--- config.mk ---
export PLATFORM = sky130hd
export DESIGN_NAME = hash_table_pseudorandom_probe_unit
export DESIGN_NICKNAME = d
export VERILOG_FILES = /design/src/rtl/htprb_pkg.sv /design/src/rtl/hash_table_pseudorandom_probe_unit.sv /design/src/rtl/htprb_ctrl.sv /design/src/rtl/htprb_dp.sv
export SDC_FILE = /design/constraint.sdc
export NUM_CORES = 1
export LEC_CHECK = 0
export BUFFER_PORTS_ARGS = -buffer_cell sky130_fd_sc_hd__buf_2
export CAP_MARGIN = 20
export CORE_MARGIN = 2
export CORE_UTILIZATION = 40
export CTS_BUF_LIST = sky130_fd_sc_hd__clkbuf_8
export CTS_CLUSTER_DIAMETER = 50
export CTS_CLUSTER_SIZE = 8
export DETAILED_ROUTE_END_ITERATION = 16
export MAX_ROUTING_LAYER = met4
export PLACE_DENSITY_LB_ADDON = 0.25
export SLEW_MARGIN = 20
export SYNTH_ARGS = -nofsm -noshare
export SYNTH_HDL_FRONTEND = slang
export SYNTH_HIERARCHICAL = 1
export SYNTH_SLANG_ARGS = --single-unit
--- constraint.sdc ---
create_clock -name clk -period 7.6 [get_ports clk]
set_input_delay 1.52 -clock clk [delete_from_list [all_inputs] [get_ports clk]]
set_output_delay 1.52 -clock clk [all_outputs]
set_load 0.01 [all_outputs]
--- src/rtl/htprb_pkg.sv ---
// ----------------------------------------------------------------------------
// Hash probe unit package
// Shared widths, operation and status codes, the probe sequence, and the
// command/status bundles passed between the controller and the datapath.
// ----------------------------------------------------------------------------
package htprb_pkg;

  // Table geometry
  localparam int SLOTS    = 8;
  localparam int IDX_BITS = 3;
  localparam int CNT_BITS = 4;
  localparam int KEY_BITS = 31;

  // Stream widths (payload padded to whole bytes)
  localparam int S_DATA_W = 32;
  localparam int S_USER_W = 2;
  localparam int M_DATA_W = 16;

  typedef enum logic [1:0] {
    ACT_INSERT = 2'd0,
    ACT_FIND   = 2'd1,
    ACT_REMOVE = 2'd2,
    ACT_CLEAR  = 2'd3
  } action_t;

  typedef enum logic [1:0] {
    ST_OK   = 2'd0,
    ST_MISS = 2'd1,
    ST_DUP  = 2'd2,
    ST_FULL = 2'd3
  } status_t;

  // Offsets added to the home slot, one per probe step
  localparam logic [IDX_BITS-1:0] PROBE_OFS [SLOTS] = '{
    3'd0, 3'd2, 3'd6, 3'd7, 3'd3, 3'd1, 3'd4, 3'd5
  };

  // Controller -> datapath
  typedef struct packed {
    logic                load;     // capture the input transfer
    logic                probe;    // evaluate the slot at step
    logic                publish;  // move the result into the output register
    logic [IDX_BITS-1:0] step;     // current probe step
  } cmd_t;

  // Datapath -> controller
  typedef struct packed {
    logic resolve;   // operation finishes at this probe step
    logic out_free;  // output register can take a result this cycle
  } stat_t;

endpackage

--- src/rtl/hash_table_pseudorandom_probe_unit.sv ---
// ----------------------------------------------------------------------------
// Hash table probe unit
// Eight-slot open-addressing key set with pseudo-random probe order.
// ----------------------------------------------------------------------------
// Usage:
//   Input stream s_axis: tuser carries the operation (insert, find, remove,
//   clear) and tdata the key. Output stream m_axis returns one result per
//   operation: status, slot and the number of keys held afterwards.
//   One operation is processed at a time. After an input transfer the unit
//   probes one slot per cycle, up to all eight slots (clear and insert into a
//   full table stop at the first step), then loads the output register. The
//   unit takes no new operation until the probe walk is through and the
//   result has moved to the output register; the probe walk, a single slot
//   read and compare per cycle, sets the pace.
//   The output register decouples the sides: the next operation is accepted
//   while a result still waits. When the receiver stalls, the finished
//   operation holds until the output register frees, and s_axis_tready stays
//   low meanwhile.
//   Reset (rst, synchronous) empties the table, clears the count and drops
//   m_axis_tvalid.
// ----------------------------------------------------------------------------
module hash_table_pseudorandom_probe_unit (
  input  logic                            clk,
  input  logic                            rst,
  // tdata: key[30:0], pad[31]
  input  logic [htprb_pkg::S_DATA_W-1:0]  s_axis_tdata,
  // tuser: action[1:0]
  input  logic [htprb_pkg::S_USER_W-1:0]  s_axis_tuser,
  input  logic                            s_axis_tvalid,
  output logic                            s_axis_tready,
  // tdata: status[1:0], slot[4:2], key_count[8:5], pad[15:9]
  output logic [htprb_pkg::M_DATA_W-1:0]  m_axis_tdata,
  output logic                            m_axis_tvalid,
  input  logic                            m_axis_tready
);
  import htprb_pkg::*;

  cmd_t  cmd;
  stat_t stat;

  htprb_ctrl u_ctrl (
    .clk           (clk),
    .rst           (rst),
    .s_axis_tvalid (s_axis_tvalid),
    .s_axis_tready (s_axis_tready),
    .stat          (stat),
    .cmd           (cmd)
  );

  htprb_dp u_dp (
    .clk           (clk),
    .rst           (rst),
    .s_axis_tdata  (s_axis_tdata),
    .s_axis_tuser  (s_axis_tuser),
    .m_axis_tvalid (m_axis_tvalid),
    .m_axis_tready (m_axis_tready),
    .m_axis_tdata  (m_axis_tdata),
    .cmd           (cmd),
    .stat          (stat)
  );

endmodule

--- src/rtl/htprb_ctrl.sv ---
// ----------------------------------------------------------------------------
// Hash probe controller
// Sequences one operation: accept, walk the probe steps until the datapath
// resolves, then hand the result to the output register.
// ----------------------------------------------------------------------------
module htprb_ctrl (
  input  logic              clk,
  input  logic              rst,
  input  logic              s_axis_tvalid,
  output logic              s_axis_tready,
  input  htprb_pkg::stat_t  stat,
  output htprb_pkg::cmd_t   cmd
);
  import htprb_pkg::*;

  typedef enum logic [2:0] {
    S_IDLE  = 3'b001,
    S_PROBE = 3'b010,
    S_DONE  = 3'b100
  } state_t;

  state_t              state, state_next;
  logic [IDX_BITS-1:0] step, step_next;

  // Next state and command decode
  always_comb begin
    state_next    = state;
    step_next     = step;
    s_axis_tready = 1'b0;
    cmd           = '0;
    cmd.step      = step;
    unique case (state)
      S_IDLE: begin
        s_axis_tready = 1'b1;
        if (s_axis_tvalid) begin
          cmd.load   = 1'b1;
          step_next  = '0;
          state_next = S_PROBE;
        end
      end
      S_PROBE: begin
        cmd.probe = 1'b1;
        if (stat.resolve) begin
          state_next = S_DONE;
        end else begin
          step_next = step + 1'b1;
        end
      end
      S_DONE: begin
        if (stat.out_free) begin
          cmd.publish = 1'b1;
          state_next  = S_IDLE;
        end
      end
      default: begin
        state_next = S_IDLE;
      end
    endcase
  end

  // State registers
  always_ff @(posedge clk) begin
    if (rst) begin
      state <= S_IDLE;
      step  <= '0;
    end else begin
      state <= state_next;
      step  <= step_next;
    end
  end

endmodule

--- src/rtl/htprb_dp.sv ---
// ----------------------------------------------------------------------------
// Hash probe datapath
// Holds the slot table, live/used flags and key count, evaluates one probe
// step per cycle, and owns the output register.
// ----------------------------------------------------------------------------
module htprb_dp (
  input  logic                              clk,
  input  logic                              rst,
  input  logic [htprb_pkg::S_DATA_W-1:0]    s_axis_tdata,
  input  logic [htprb_pkg::S_USER_W-1:0]    s_axis_tuser,
  output logic                              m_axis_tvalid,
  input  logic                              m_axis_tready,
  output logic [htprb_pkg::M_DATA_W-1:0]    m_axis_tdata,
  input  htprb_pkg::cmd_t                   cmd,
  output htprb_pkg::stat_t                  stat
);
  import htprb_pkg::*;

  // Operation registers
  action_t             act_r;
  logic [KEY_BITS-1:0] key_r;

  // Table
  logic [KEY_BITS-1:0] slot_key [SLOTS];
  logic [SLOTS-1:0]    slot_live;
  logic [SLOTS-1:0]    slot_used;
  logic [CNT_BITS-1:0] held_count;

  // Result registers
  status_t             res_status;
  logic [IDX_BITS-1:0] res_slot;

  // Probe evaluation
  logic [IDX_BITS-1:0] idx;
  logic                key_eq;
  logic                last;
  logic                resolve;
  status_t             st_next;
  logic [IDX_BITS-1:0] slot_next;
  logic                do_write;
  logic                do_remove;
  logic                do_clear;

  // Decide the outcome of the current probe step
  always_comb begin
    idx       = key_r[IDX_BITS-1:0] + PROBE_OFS[cmd.step];
    key_eq    = (slot_key[idx] == key_r);
    last      = (cmd.step == IDX_BITS'(SLOTS - 1));
    resolve   = 1'b0;
    st_next   = ST_OK;
    slot_next = '0;
    do_write  = 1'b0;
    do_remove = 1'b0;
    do_clear  = 1'b0;
    unique case (act_r) inside
      ACT_INSERT: begin
        if (held_count == CNT_BITS'(SLOTS)) begin
          resolve = 1'b1;
          st_next = ST_FULL;
        end else if (!slot_live[idx]) begin
          resolve   = 1'b1;
          do_write  = 1'b1;
          slot_next = idx;
        end else if (key_eq) begin
          resolve   = 1'b1;
          st_next   = ST_DUP;
          slot_next = idx;
        end else if (last) begin
          resolve = 1'b1;
          st_next = ST_FULL;
        end
      end
      ACT_FIND, ACT_REMOVE: begin
        // walk stops at a never-used slot; tombstones are skipped
        if (!slot_used[idx]) begin
          resolve = 1'b1;
          st_next = ST_MISS;
        end else if (slot_live[idx] && key_eq) begin
          resolve   = 1'b1;
          slot_next = idx;
          do_remove = (act_r == ACT_REMOVE);
        end else if (last) begin
          resolve = 1'b1;
          st_next = ST_MISS;
        end
      end
      ACT_CLEAR: begin
        resolve  = 1'b1;
        do_clear = 1'b1;
      end
      default: begin
        resolve = 1'b1;
      end
    endcase
  end

  assign stat.resolve  = resolve;
  assign stat.out_free = !m_axis_tvalid || m_axis_tready;

  // Capture the input transfer
  always_ff @(posedge clk) begin
    if (cmd.load) begin
      act_r <= action_t'(s_axis_tuser);
      key_r <= s_axis_tdata[KEY_BITS-1:0];
    end
  end

  // Key store, written on insert
  always_ff @(posedge clk) begin
    if (cmd.probe && resolve && do_write) begin
      slot_key[idx] <= key_r;
    end
  end

  // Flags and count
  always_ff @(posedge clk) begin
    if (rst) begin
      slot_live  <= '0;
      slot_used  <= '0;
      held_count <= '0;
    end else if (cmd.probe && resolve) begin
      if (do_clear) begin
        slot_live  <= '0;
        slot_used  <= '0;
        held_count <= '0;
      end else if (do_write) begin
        slot_live[idx] <= 1'b1;
        slot_used[idx] <= 1'b1;
        held_count     <= held_count + 1'b1;
      end else if (do_remove) begin
        slot_live[idx] <= 1'b0;
        held_count     <= held_count - 1'b1;
      end
    end
  end

  // Result latch
  always_ff @(posedge clk) begin
    if (cmd.probe && resolve) begin
      res_status <= st_next;
      res_slot   <= slot_next;
    end
  end

  // Output register
  always_ff @(posedge clk) begin
    if (rst) begin
      m_axis_tvalid <= 1'b0;
    end else if (cmd.publish) begin
      m_axis_tvalid <= 1'b1;
    end else if (m_axis_tready) begin
      m_axis_tvalid <= 1'b0;
    end
  end

  always_ff @(posedge clk) begin
    if (cmd.publish) begin
      m_axis_tdata <= {(M_DATA_W - CNT_BITS - IDX_BITS - 2)'(0),
                       held_count, res_slot, res_status};
    end
  end

`ifndef SYNTHESIS
  // count always tracks the number of live slots
  a_count_live: assert property (@(posedge clk) disable iff (rst)
    held_count == CNT_BITS'($countones(slot_live)))
    else $error("key count does not match live slots");

  // a live slot is always marked as used
  a_live_used: assert property (@(posedge clk) disable iff (rst)
    (slot_live & ~slot_used) == '0)
    else $error("live slot not marked used");

  // a pending result is never overwritten
  a_no_overrun: assert property (@(posedge clk) disable iff (rst)
    cmd.publish |-> (!m_axis_tvalid || m_axis_tready))
    else $error("result published over a pending transfer");
`endif

endmodule

==> reports/results.tsv <==
stage	metric	value	unit
global_routing	largest net degree at the start of global routing	74	
global_routing	first-pass GRT wire length	39600	um
pwr	Leak	4.75	nW
global_routing	vias in the first global route	6933	
timing	Rel. slew slack	34.5	%
floorplan	row count	66	
setup_path	r2r worst-path depth	11	
layout	Seq. cell area	9400	sq um
timing	Tmin final	6040	ps
setup_path	CP Data Required Time	7780	ps
clock_network	clk sinks	322	
yosys	Synth cell types	58	
timing	Worst Hold Margin	428	ps
global_routing	GR Overflow Total	0	
hold_path	WHS Path Cells	0	
timing	Slew @ Worst Pin	982	ps
layout	fin util	45.2	%
place	port bufs	47	
layout	final instance area	14600	sq um
setup_path	Top Family by Delay on Critical Path	simple AND/OR/NAND/NOR gates	
place	Cells after DPL	1148	
timing	Setup TNS Final	0	ps
layout	Layout Cells excl Fill	1215	
route	post-detailed-route wirelength per cell	21.5	um
route	drt total wl	26100	um
pwr	PwrDens	234	nW/um^2
place	placed instance area	13800	sq um
route	First-pass DRT Iterations	5	
clock_network	Hold-fix buffers, CTS	0	
pwr	Power, Total	3.43	mW
clock_network	Worst-Skew Late Latency	560	ps
setup_path	reg2reg setup slack	1560	ps
route	via-per-instance ratio	5.40	
setup_path	crit-path max FO	37	
yosys	synthesized cell area	13100	sq um
clock_network	maximum number of buffers from clock root to sink	3	
layout	most common cell after layout, fill and taps aside	edfxtp_1	
yosys	Synth Flop Type	edfxtp_1	
floorplan	# IOs	56	
yosys	Seq/Total Area, Yosys	71.9	%
hold_path	WHS Endpoint	u_dp/m_axis_tdata[1]$_DFFE_PP_	
setup_path	Worst setup EP type	flip-flop	
layout	share of cells above drive strength 1	27.2	%
route	Iteration-0 DRC Markers	505	
setup_path	Crit Reg-Reg Startpoint	u_ctrl/step[1]$_SDFFE_PP0P_	
place	worst slack, placed	1470	ps
yosys	area leader, netlist	edfxtp_1	
clock_network	clk slew on worst S/H paths	60	ps
flow_run	max-cap violation count	0	
clock_network	Post-CTS Setup Bufs	0	
setup_path	worst stage delay on the critical path	1190	ps
setup_path	crit start category	flip-flop	
floorplan	Die ar.	34100	sq um
yosys	Synth Instances	681	
yosys	asr flop ratio synth	0	%
clock_network	CTS tree	built	
layout	Area Overhead vs Synth	11.9	%
place	Placer Congestion	0.780	
timing	Pins Over Slew Limit	0	
place	Post-DP HPWL	14300	um
timing	Max Freq	0.166	GHz
yosys	main area contributors after synthesis	edfxtp_1 (68%), mux4_2 (11%), dfxtp_1 (4.1%)	
timing	skew final	38.5	ps
floorplan	Die X	185	um
setup_path	cell chain of the critical path	mux2_2 > ha_4 > fa_4 > buf_12 > mux4_2 > mux2i_1 > xnor2_1 > nor4_1 > nand4_1 > nor2_1 > o21a_1	
setup_path	Worst Path Arrival	6210	ps
setup_path	Crit Path Class	reg -> reg	
timing	# setup viols final	0	
layout	diode count	0	
floorplan	core box area	32400	sq um
yosys	Yosys top cell area share	67.8	%
global_routing	GRT Overall Usage	16.1	%
yosys	Synth Warn #	6	
global_routing	antenna violations before repair	0	
timing	worst setup margin	1560	ps
floorplan	Die H	185	um
timing	fin crit share	79.4	%
setup_path	Worst R2R End	u_dp/res_status[1]$_DFFE_PP_	
yosys	synthesized flop and latch total	322	
hold_path	worst hold path class	reg -> reg	
route	Vias	6566	
route	drc violations	0	
timing	RSZ-0062 raised after global routing	no	
clock_network	Num CTS Buffers	47	
clock_network	root buffer cell	clkbuf_8	
yosys	Post-Synthesis Mean Instance Area	19.2	sq um
hold_path	min-delay src	u_dp/res_status[1]$_DFFE_PP_	
timing	final hold violation count	0	
yosys	Post-synth EDFFs	295	
pwr	peak supply drop	0.140	mV
layout	area of the multi-input gates	3470	sq um
setup_path	WP buf/inv	1	
setup_path	Slowest-stage cell, CP	fa_4	
clock_network	H-tree depth	2	
clock_network	post-CTS sizing	0	
layout	final net count	804	
floorplan	Initial Util	40.4	%
layout	most frequent cells in the layout	edfxtp_1 (295), mux4_2 (65), clkbuf_8 (48)	
layout	fillcell total	2842	
route	Antenna Violating Nets Remaining	0	
run_status	run status	completed	
-- final cells by class --
type | instances | share of cell area [%]
Sequential cell | 322 | 64.3
Multi-Input combinational cell | 307 | 23.7
Clock buffer | 48 | 4.52
Tap cell | 442 | 3.78
Timing Repair Buffer | 60 | 2.45
Clock inverter | 18 | 0.821
Inverter | 18 | 0.462
-- cell families (layout without fill, tap and decap cells) --
logic type / count (synthesis) / count (layout) / share of synthesized area [%]
flip-flops: 322 / 322 / 71.9
multiplexers: 100 / 100 / 13.9
AND/OR/NAND/NOR: 78 / 78 / 3.64
AO/OA/AOI/OAI: 75 / 75 / 4.52
buffers and inverters: 58 / 144 / 2.35
XOR/XNOR: 37 / 37 / 2.58
adder cells (fa/ha/maj): 10 / 10 / 1.07
other: 1 / 7 / 0.0287
-- per-layer routing --
metal,part of all wire (%),GRT usage [%]
met1,45,21.2
met2,48,25.4
met3,4.5,2.79
met4,2.7,5.81
met5,0,-
-- state kept, by name (all words and copies together), names as in the netlist --
signal	count
u_ctrl/state	3
u_ctrl/step	3
u_dp/act_r	2
u_dp/held_count	4
u_dp/key_r	31
u_dp/m_axis_tdata	9
u_dp/m_axis_tvalid	1
u_dp/res_slot	3
u_dp/res_status	2
u_dp/slot_key	248
u_dp/slot_live	8
u_dp/slot_used	8
-- where the power goes --
part	switching (mW)	internal, mW
Clock	0.611	0.611
Sequential	0.0305	1.96
Combinational	0.118	0.0979
-- worst max-delay path by stage --
| stage | end | from | cells past startpoint | slack [ps] |
|---|---|---|---|---|
| floorplan | u_dp/slot_key[2][0]$_DFFE_PP_ | u_ctrl/step[1]$_SDFFE_PP0P_ | 10 | 1710 |
| global placement | u_dp/res_slot[0]$_DFFE_PP_ | u_ctrl/step[1]$_SDFFE_PP0P_ | 10 | 1610 |
| detailed placement | u_dp/res_slot[0]$_DFFE_PP_ | u_ctrl/step[1]$_SDFFE_PP0P_ | 10 | 1470 |
| CTS | u_dp/res_status[0]$_DFFE_PP_ | u_ctrl/step[1]$_SDFFE_PP0P_ | 10 | 1440 |
| global route | u_dp/slot_used[5]$_SDFFE_PP0P_ | u_ctrl/step[1]$_SDFFE_PP0P_ | 11 | 1030 |
| finish | u_dp/res_status[1]$_DFFE_PP_ | u_ctrl/step[1]$_SDFFE_PP0P_ | 11 | 1560 |
-- synth_stat cells, types with 5 or more instances --
cell       instances
ha_1               8
clkbuf_1          12
nor4_1             8
edfxtp_1         295
inv_1             18
nor3_1            11
a21o_1            12
buf_4             11
nand2_1            6
nor2_1            14
a211oi_2           8
o2111ai_1          9
nor2b_1            5
buf_2              9
a21oi_1           14
buf_6              5
mux2i_1           33
mux4_2            65
dfxtp_1           27
a221oi_1           9
xnor2_1           35
Power figures use the tool's default switching activity.
